--- src/hdl/sorted_insertion_priority_queue_macros.svh ---
// assertion shorthands for the queue rtl
`ifndef SORTED_INSERTION_PRIORITY_QUEUE_MACROS_SVH
`define SORTED_INSERTION_PRIORITY_QUEUE_MACROS_SVH

// same-cycle implication
`define SIQ_ASSERT_NOW(label, clk, rst, ante, cons) \
   label: assert property (@(posedge clk) disable iff (rst) (ante) |-> (cons)) \
      else $error("siq assertion failed");

// next-cycle implication
`define SIQ_ASSERT_NEXT(label, clk, rst, ante, cons) \
   label: assert property (@(posedge clk) disable iff (rst) (ante) |=> (cons)) \
      else $error("siq assertion failed");

`endif

--- src/hdl/siq_pkg.sv ---
`default_nettype none

package siq_pkg;

   localparam int CAPACITY = 16;
   localparam int COUNT_W  = $clog2(CAPACITY + 1);

   localparam logic CMD_ENQ = 1'b0;
   localparam logic CMD_DEQ = 1'b1;

   localparam logic [1:0] ST_OK        = 2'd0;
   localparam logic [1:0] ST_OVERFLOW  = 2'd1;
   localparam logic [1:0] ST_UNDERFLOW = 2'd2;

   typedef struct packed {
      logic               cmd;
      logic signed [31:0] in_num;
      logic signed [15:0] in_priority;
   } req_type;

   typedef struct packed {
      logic signed [31:0] out_num;
      logic signed [15:0] out_priority;
      logic               out_valid;
      logic        [1:0]  status;
      logic        [4:0]  count_after;
      logic               is_empty;
      logic               is_full;
   } rsp_type;

   typedef struct packed {
      logic signed [31:0] num;
      logic signed [15:0] prio;
   } entry_type;

   // broadcast to every cell
   typedef struct packed {
      logic      enq;
      logic      deq;
      entry_type new_entry;
   } ctrl_type;

endpackage

`default_nettype wire

--- src/hdl/siq_cell.sv ---
`default_nettype none

module siq_cell
   import siq_pkg::*;
(
   input  wire logic      clock,
   input  wire ctrl_type  ctrl,
   input  wire logic      occupied,
   input  wire logic      left_keep,
   input  wire entry_type left_entry,
   input  wire entry_type right_entry,
   output logic           keep,
   output entry_type      entry
);

   entry_type entry_ff;
   entry_type entry_in;

   // stays put on insert when it outranks or ties the new entry
   assign keep  = occupied && (entry_ff.prio >= ctrl.new_entry.prio);
   assign entry = entry_ff;

   always_comb begin
      entry_in = entry_ff;
      if (ctrl.enq) begin
         if (keep) begin
            entry_in = entry_ff;
         end else if (left_keep) begin
            entry_in = ctrl.new_entry;
         end else begin
            entry_in = left_entry;
         end
      end else if (ctrl.deq) begin
         entry_in = right_entry;
      end
   end

   always_ff @(posedge clock) begin
      entry_ff <= entry_in;
   end

endmodule

`default_nettype wire

--- src/hdl/siq_rsp_buf.sv ---
`default_nettype none

module siq_rsp_buf
   import siq_pkg::*;
(
   input  wire logic    clock,
   input  wire logic    reset,
   input  wire logic    push,
   input  wire rsp_type push_data,
   output logic         busy,
   output logic         rsp_valid,
   output rsp_type      rsp_data,
   input  wire logic    rsp_stall
);

   logic    main_valid_ff, main_valid_in;
   logic    skid_valid_ff, skid_valid_in;
   rsp_type main_ff, main_in;
   rsp_type skid_ff, skid_in;
   logic    main_free;

   assign main_free = !main_valid_ff || !rsp_stall;
   assign busy      = skid_valid_ff;
   assign rsp_valid = main_valid_ff;
   assign rsp_data  = main_ff;

   always_comb begin
      main_valid_in = main_valid_ff;
      skid_valid_in = skid_valid_ff;
      main_in       = main_ff;
      skid_in       = skid_ff;
      if (main_free) begin
         if (skid_valid_ff) begin
            main_in       = skid_ff;
            main_valid_in = 1'b1;
            skid_in       = push_data;
            skid_valid_in = push;
         end else begin
            main_in       = push_data;
            main_valid_in = push;
         end
      end else if (push) begin
         skid_in       = push_data;
         skid_valid_in = 1'b1;
      end
   end

   always_ff @(posedge clock) begin
      if (reset) begin
         main_valid_ff <= 1'b0;
         skid_valid_ff <= 1'b0;
      end else begin
         main_valid_ff <= main_valid_in;
         skid_valid_ff <= skid_valid_in;
      end
      main_ff <= main_in;
      skid_ff <= skid_in;
   end

endmodule

`default_nettype wire

--- src/hdl/sorted_insertion_priority_queue.sv ---
// Bounded priority queue of CAPACITY entries (payload plus signed 16-bit
// priority) held sorted in a row of compare-and-shift cells, head in cell 0.
// Each request beat (enqueue or dequeue) updates all cells at once: on enqueue
// each cell compares its priority with the broadcast entry and either holds,
// takes the new entry or takes its left neighbor; on dequeue every cell takes
// its right neighbor. Equal priorities leave in arrival order. A request beat
// can be taken every cycle; each response beat is registered and leaves from
// an output register backed by a one-deep skid stage, so a stalled response
// side only backs up the request side once both are full. Overflow and
// underflow are rejected with a status code and leave the contents alone.
// No clearing pass after reset: the count alone marks which cells hold data.
`default_nettype none
`include "sorted_insertion_priority_queue_macros.svh"

module sorted_insertion_priority_queue
   import siq_pkg::*;
(
   input  wire logic    clock,
   input  wire logic    reset,
   input  wire logic    req_valid,
   output logic         req_stall,
   input  wire req_type req_data,
   output logic         rsp_valid,
   input  wire logic    rsp_stall,
   output rsp_type      rsp_data
);

   // occupancy count
   logic [COUNT_W-1:0] count_ff, count_in;

   logic      accept;
   logic      is_full_now, is_empty_now;
   logic      enq_ok, deq_ok;
   ctrl_type  ctrl;
   rsp_type   rsp_next;
   logic [31:0] count_ext;

   // cell row wiring
   logic      keep_w [CAPACITY];
   logic      occ_w  [CAPACITY];
   entry_type entry_w[CAPACITY];

   assign accept       = req_valid && !req_stall;
   assign is_full_now  = (count_ff == COUNT_W'(CAPACITY));
   assign is_empty_now = (count_ff == '0);
   assign enq_ok       = accept && (req_data.cmd == CMD_ENQ) && !is_full_now;
   assign deq_ok       = accept && (req_data.cmd == CMD_DEQ) && !is_empty_now;

   assign ctrl.enq                = enq_ok;
   assign ctrl.deq                = deq_ok;
   assign ctrl.new_entry.num      = req_data.in_num;
   assign ctrl.new_entry.prio     = req_data.in_priority;

   always_comb begin
      count_in = count_ff;
      if (enq_ok) begin
         count_in = count_ff + 1'b1;
      end else if (deq_ok) begin
         count_in = count_ff - 1'b1;
      end
   end

   always_ff @(posedge clock) begin
      if (reset) begin
         count_ff <= '0;
      end else begin
         count_ff <= count_in;
      end
   end

   // the row: cell 0 is the head
   for (genvar i = 0; i < CAPACITY; i++) begin : g_cell
      logic      lk;
      entry_type le;
      entry_type re;

      assign occ_w[i] = (COUNT_W'(i) < count_ff);

      if (i == 0) begin : g_first
         assign lk = 1'b1;
         assign le = ctrl.new_entry;
      end else begin : g_inner
         assign lk = keep_w[i-1];
         assign le = entry_w[i-1];
      end

      if (i == CAPACITY - 1) begin : g_last
         assign re = entry_w[i];
      end else begin : g_body
         assign re = entry_w[i+1];
      end

      siq_cell u_cell (
         .clock       (clock),
         .ctrl        (ctrl),
         .occupied    (occ_w[i]),
         .left_keep   (lk),
         .left_entry  (le),
         .right_entry (re),
         .keep        (keep_w[i]),
         .entry       (entry_w[i])
      );
   end

   // response for this beat: head and status from the state before the request, count and flags from the state after it
   assign count_ext = 32'(count_in);

   always_comb begin
      rsp_next.out_num      = '0;
      rsp_next.out_priority = '0;
      rsp_next.out_valid    = 1'b0;
      rsp_next.status       = ST_OK;
      rsp_next.count_after  = count_ext[4:0];
      rsp_next.is_empty     = (count_in == '0);
      rsp_next.is_full      = (count_in == COUNT_W'(CAPACITY));
      if (req_data.cmd == CMD_ENQ) begin
         if (is_full_now) begin
            rsp_next.status = ST_OVERFLOW;
         end
      end else if (is_empty_now) begin
         rsp_next.status = ST_UNDERFLOW;
      end else begin
         rsp_next.out_num      = entry_w[0].num;
         rsp_next.out_priority = entry_w[0].prio;
         rsp_next.out_valid    = 1'b1;
      end
   end

   siq_rsp_buf u_rsp_buf (
      .clock     (clock),
      .reset     (reset),
      .push      (accept),
      .push_data (rsp_next),
      .busy      (req_stall),
      .rsp_valid (rsp_valid),
      .rsp_data  (rsp_data),
      .rsp_stall (rsp_stall)
   );

   `SIQ_ASSERT_NOW(a_count_bound, clock, reset, 1'b1, count_ff <= COUNT_W'(CAPACITY))
   `SIQ_ASSERT_NOW(a_head_sorted, clock, reset, count_ff >= COUNT_W'(2),
                   entry_w[0].prio >= entry_w[1].prio)
   `SIQ_ASSERT_NEXT(a_enq_count, clock, reset, enq_ok, count_ff == $past(count_ff) + 1'b1)
   `SIQ_ASSERT_NEXT(a_deq_count, clock, reset, deq_ok, count_ff == $past(count_ff) - 1'b1)
   `SIQ_ASSERT_NEXT(a_reject_hold, clock, reset, accept && !enq_ok && !deq_ok, $stable(count_ff))

endmodule

`default_nettype wire
--- config.mk ---
export PLATFORM = sky130hd
export DESIGN_NAME = sorted_insertion_priority_queue
export DESIGN_NICKNAME = d
export VERILOG_FILES = /design/src/hdl/siq_pkg.sv /design/src/hdl/siq_cell.sv /design/src/hdl/siq_rsp_buf.sv /design/src/hdl/sorted_insertion_priority_queue.sv
export VERILOG_INCLUDE_DIRS = /design/src /design/src/hdl
export SDC_FILE = /design/constraint.sdc
export NUM_CORES = 2
export LEC_CHECK = 0
export ABC_AREA = 1
export BUFFER_PORTS_ARGS = -buffer_cell sky130_fd_sc_hd__buf_2
export CORE_MARGIN = 3
export CORE_UTILIZATION = 35
export DETAILED_ROUTE_END_ITERATION = 8
export SLEW_MARGIN = 25
export SYNTH_ARGS = -nofsm -noshare
export SYNTH_HDL_FRONTEND = slang
export SYNTH_SLANG_ARGS = --single-unit
--- constraint.sdc ---
create_clock -name clock -period 10.45 [get_ports clock]
set_clock_uncertainty 0.2 [all_clocks]
set_input_delay 1.5675 -clock clock [delete_from_list [all_inputs] [get_ports clock]]
set_output_delay 1.5675 -clock clock [all_outputs]
set_load 0.1 [all_outputs]
After elaboration in Yosys (flattened, before gate mapping)

Cells that the tools add are included.

Register bits after elaboration: 891
Output and inout port bits: 60
Word-level logic and storage cells: 226

Add/subtract/negate cells: 2
$lt $le $gt $ge: 32
Equality and inequality tests: 18
Mux-type cells: 75
Bitwise operators: 2
Reductions and logical operators: 48

Operators with widths:

| operator                                                                     | count |
|---|---|
| 48-bit two-way mux                                                           | 60 |
| 16-bit >= comparator                                                         | 16 |
| 58-bit two-way mux                                                           | 4 |
| 49-bit two-way mux                                                           | 2 |
| 4-bit by 5-bit less-than comparator with 1-bit output (first input constant) | 8 |
| 2-bit AND reduction                                                          | 17 |
| 2-bit inequality test (second input constant)                                | 15 |
| 1-bit logical AND                                                            | 21 |
| 3-bit by 5-bit less-than comparator with 1-bit output (first input constant) | 4 |
| 5-bit == test (second input constant)                                        | 2 |
| 5-bit zero test                                                              | 2 |
| 1-bit by 5-bit less-than comparator with 1-bit output (first input constant) | 2 |
| 2-bit by 5-bit less-than comparator with 1-bit output (first input constant) | 2 |
| 5-bit two-way mux                                                            | 2 |
| 5-bit by 1-bit adder with 5-bit output (second input constant)               | 1 |
| 1-bit zero test                                                              | 5 |
| 1-bit two-way mux                                                            | 5 |
| 5-bit by 1-bit subtractor with 5-bit output (second input constant)          | 1 |
| 2-bit two-way mux                                                            | 2 |
| 2-bit nonzero test                                                           | 2 |
| 2-bit by 1-bit inequality test with 1-bit output (second input constant)     | 1 |
| 1-bit NOT                                                                    | 2 |
| 1-bit logical OR                                                             | 1 |

Depth between registers and ports, before layout

Word-level depth: 9
Depth in mapped cells: 17

Cells and area by module

From an unflattened synthesis, not the netlist that was laid out.

Cell total of the unflattened synthesis: 6,032
Area total of the unflattened synthesis: 51,348.0 µm²

By module, submodules not included:

| module                          | instances | cells each | area each (µm²) | seq. area each (µm²) |
|---|---|---|---|---|
| siq_cell (g_cell[0].u_cell ...) | 11        | 344        | 2,879.0         | 1,441.4 |
| siq_cell (g_cell[5].u_cell ...) | 5         | 344        | 2,867.8         | 1,441.4 |
| siq_rsp_buf                     | 1         | 317        | 4,319.1         | 3,523.4 |
| sorted_insertion_priority_queue | 1         | 211        | 1,021.0         | 100.1 |

Least setup slack after synthesis

No wires, ideal clock.

Kind: input to register
From: in rsp_stall
To: reg u_rsp_buf.skid_ff[0] (netlist name), enable pin
Library setup time: 0.554 ns
Arrival time: 7.192 ns
Slack: 2.504 ns
Cell stages on the path: 2
Cells stage by stage: nand2_1 o21ai_0

Longest elaborated chain between the ends: 4
Elaborated cells between the ends (all ways): 5
Those cells by class: eq/ne (1); reduce/logical (4)

RTL lines:

| element                                                                                                        | RTL line                              | RTL |
|---|---|---|
| start, declared                                                                                                | sorted_insertion_priority_queue.sv:24 | `input wire logic rsp_stall,` |
| 1-bit zero test *                                                                                              | siq_rsp_buf.sv:22                     | `assign main_free = !main_valid_ff \|\| !rsp_stall;` |
| 1-bit logical OR *                                                                                             | siq_rsp_buf.sv:22                     |  |
| 2-bit by 1-bit inequality test with 1-bit output (no source line) / 2-bit nonzero test (equally long branches) | -                                     |  |
| 2-bit AND reduction (no source line) *                                                                         | -                                     |  |
| end signal, assigned                                                                                           | siq_rsp_buf.sv:57                     | `skid_ff <= skid_in;` |
| end, declared                                                                                                  | siq_rsp_buf.sv:19                     | `rsp_type skid_ff, skid_in;` |

Every way passes the cells marked *; elsewhere a longest branch is shown, timed or not.
A chain may end at the register's enable or synchronous reset.

Final worst setup path

From: reg u_rsp_buf.skid_valid_ff (netlist: u_rsp_buf.busy)
To: reg g_cell[1].u_cell.entry_ff, in the netlist g_cell[1].u_cell.entry[35], enable pin

Longest elaborated chain between the ends: 6
Elaborated cells between the ends (all ways): 9
Those cells by class: eq/ne (1); reduce/logical (8)

RTL lines:

| element                                                                             | RTL line                                                                     | RTL |
|---|---|---|
| start, declared                                                                     | siq_rsp_buf.sv:17                                                            | `logic skid_valid_ff, skid_valid_in;` |
| start signal, assigned                                                              | siq_rsp_buf.sv:54                                                            | `skid_valid_ff <= skid_valid_in;` |
| 1-bit zero test *                                                                   | sorted_insertion_priority_queue.sv:43                                        | `assign accept = req_valid && !req_stall;` |
| 1-bit logical AND *                                                                 | sorted_insertion_priority_queue.sv:43                                        |  |
| 1-bit logical AND (on tied branches) (2 in series)                                  | sorted_insertion_priority_queue.sv:46, sorted_insertion_priority_queue.sv:47 |  |
| 2-bit inequality test (no source line) / 2-bit nonzero test (equally long branches) | -                                                                            |  |
| 2-bit AND reduction (no source line) *                                              | -                                                                            |  |
| end signal, assigned                                                                | siq_cell.sv:39                                                               | `entry_ff <= entry_in;` |
| end, declared                                                                       | siq_cell.sv:16                                                               | `entry_type entry_ff;` |

Marked as above.

==> out/results.ini <==
[floorplanning]
fp.dieArea_sq_mm=0.155
initial_core_util=0.354
row_count=141
chipWidth_um=393
io_pins=113
core_sq_mm=0.148
dieHeight_um=393

[power_and_ir_drop]
p_leak_nw=32.3
power_density_mw_per_mm2=202
max-vdd-ir-drop_v=0.000152
power_switching_mw=4.05
seq_power_share=0.440
internal_power_mw=7.63
swShare=0.347
power_frac_clock=0.309
pwr-share-comb=0.250

[timing]
tightestPinTransition_ns=1.07
rsz0062_at_grt=no
fmax_mhz=162
min_period_over_period=0.592
relSlewSlack=0.286
setup_violations=0
fin_tns_setup_ns=0
drv_slew=0
fin_crit_ns=6.19
finalHoldViolations=0

[setup_path]
crit_type=register to register
crit_arrival_ns=6.30
cp_cell_sequence=buf_4 -> inv_2 -> nand2_1 -> nor2_1 -> nand2_8 -> inv_4 -> buf_4 -> nand2_2 -> buf_4 -> nand2_2 -> buf_4
max_stage_delay_ns=0.79
cp.buffers_inverters=6
r2r_start=u_rsp_buf.busy
slowest_stage=inv_2
crit_family=buffers and inverters
path_common_cell=buf_4
endpoint_kind=register
critPathMaxFanout=84
startpoint_type=register
worstPathRequired_ns=10.56
crit_path_start=u_rsp_buf.busy

[global_routing]
grt-ovfl-total=0
grt_max_degree=104
grt_pass1_vias=40500
antenna_found_initial=15
grt_pass1_wl_mm=245
track_usage=0.199

[cells_and_area]
nNetsFinal=7091
area_delta_synth_final_pct=10.1
drive_gt1_frac=0.0638
instances_no_fill=8877

[flow_run]
drv_cap=0

[clocking]
ctsHtreeMaxLevel=3
cts_tree=done
post_cts_buffers=0
numCtsBuffers=103
cts_sinks=891
cts-resized-gates=0
cts_root_buf=clkbuf_16
cts_hold_buf=0
path_clk_slew_ns=0.06
clock_latency_ns=0.70
clockBufferDepth=3

[routing]
dr.pass1.iters=5
drt_wl_total_mm=158
wl_per_cell_um=17.8
drc=0
vias=42500
vias_per_cell=4.79
maxUsedRoutingLayer=met5
dr_wl_met3_mm=12.3
antenna_left=0
route.met2.wl_mm=67.2
drt-initial-drc-count=4362
wl_met1_mm=75.2

[hold_path]
holdCritStartpoint=g_cell[15].u_cell.entry[44]
hold_class=register to register

[placed_design]
gp_congestion=0.914
portBuffers=112
dp_hpwl_mm=109
dpl.cell_count=8674

[synth]
syn_nets=7128
synth.distinct_cells=33
synth_top_area_cell=edfxtp_1
synth.cell_area_sq_mm=0.0525
synth_top_area_share=0.505
avgSynthCellArea_sq_um=7.71
synth_warnings=0
syn_inst=6815
synth-seq-cells=891
ys_top_cells_by_area=edfxtp_1 51%, nand2_1 29%, ha_1 6.2%
ys_seq_area_frac=0.508

[outcome]
status=finished clean

synth_stat cells:
cell type	instances
a31oi_1	1
o21ai_2	1
nor3_1	3
nor2_2	27
buf_2	127
dfxtp_1	7
a21o_1	1
nor2_1	83
buf_1	16
nand3b_1	1
nand4_1	35
nand3_1	102
nor4_1	1
clkbuf_2	1
o21ai_1	2
nor2_8	1
inv_2	7
clkbuf_1	85
inv_1	832
a21oi_1	88
o211ai_2	1
ha_1	260
o21ai_0	78
o21bai_1	14
edfxtp_1	884
nand2_4	3
nand2_1	4021
nor2_4	1
o21a_1	3
buf_6	34
inv_4	1
buf_4	45
nand2_2	49
sequential cells by signal (all words and copies together), names as in the netlist:
register and count:
u_rsp_buf.rsp_data 58, count_ff 5, u_rsp_buf.busy 1, u_rsp_buf.skid_ff 58, g_cell.u_cell.entry 768, u_rsp_buf.rsp_valid 1
per-layer routing:
metal	vias to the layer above	GRT usage
met4	6	0.0539
met1	19700	0.300
li1	20900	-
met2	1643	0.296
met3	225	0.0273
met5	-	0
kinds of logic after synthesis:
| kind of cell | Yosys count | share of synthesized area |
|---|---|---|
| compound gates | 189 | 0.0191 |
| fa+ha+maj | 260 | 0.0619 |
| buf+inv | 1148 | 0.0932 |
| flops | 891 | 0.508 |
| simple gates | 4327 | 0.318 |
worst register-to-register path, cell delays in order, from the launching register on:
cell,delay (ns)
dfxtp_2,0.31
buf_4,0.32
inv_2,0.80
nand2_1,0.31
nor2_1,0.37
nand2_8,0.37
inv_4,0.78
buf_4,0.62
nand2_2,0.51
buf_4,0.41
nand2_2,0.11
buf_4,0.60
cell usage in the layout (no fill, tap or decap), types with 10 or more instances in the layout:
cell,n
nand2_1,3995
edfxtp_1,884
inv_1,832
ha_1,260
buf_2,112
clkbuf_16,104
nand3_1,101
a21oi_1,87
nor2_1,83
o21ai_0,77
nand2_2,66
buf_4,52
nand4_1,35
nor2_2,27
clkinv_1,27
clkinv_2,24
clkbuf_1,15
o21bai_1,14
nand2_4,11
diode_2,10
worst paths after layout:
kind	to	slack, ns	depth (start not counted)
hold reg to reg	g_cell[14].u_cell.entry[44]	0.30	2
setup / recovery	g_cell[1].u_cell.entry[35]	4.26	11
setup reg to reg	g_cell[1].u_cell.entry[35]	4.26	11
hold / removal	g_cell[14].u_cell.entry[44]	0.30	2
metrics by stage:
step	hold WS [ns]	instance area (sq um)	worst slack (ns)	utilization	total power, mW
3_5_place_dp	0.302	54400	3.99	0.367	8.10
6_report	0.298	57800	4.26	0.390	11.7
2_1_floorplan	0.291	52500	2.50	-	7.24
5_1_grt	0.329	57800	3.92	0.390	12.3
4_1_cts	0.301	57800	4.28	0.389	11.7
3_3_place_gp	0.297	54400	3.88	0.367	8.04
cell type report:
type	instances	area [sq um]
tap	2002	2500
inverter	840	3160
clock inverter	70	643
multi-input combinational	4776	21100
antenna	10	25.0
timing repair buffer	166	990
clock buffer	122	2700
fill	15100	90500
sequential	891	26700
power groups by stage:
stage	clock network (mW)	registers [mW]	logic, mW
6_report	3.62	5.14	2.92
5_1_grt	3.81	5.19	3.32
4_1_cts	3.68	5.14	2.91
3_5_place_dp	0	5.21	2.89
3_3_place_gp	0	5.20	2.84
2_1_floorplan	0	5.34	1.89
(Power assumes the default switching activity.)
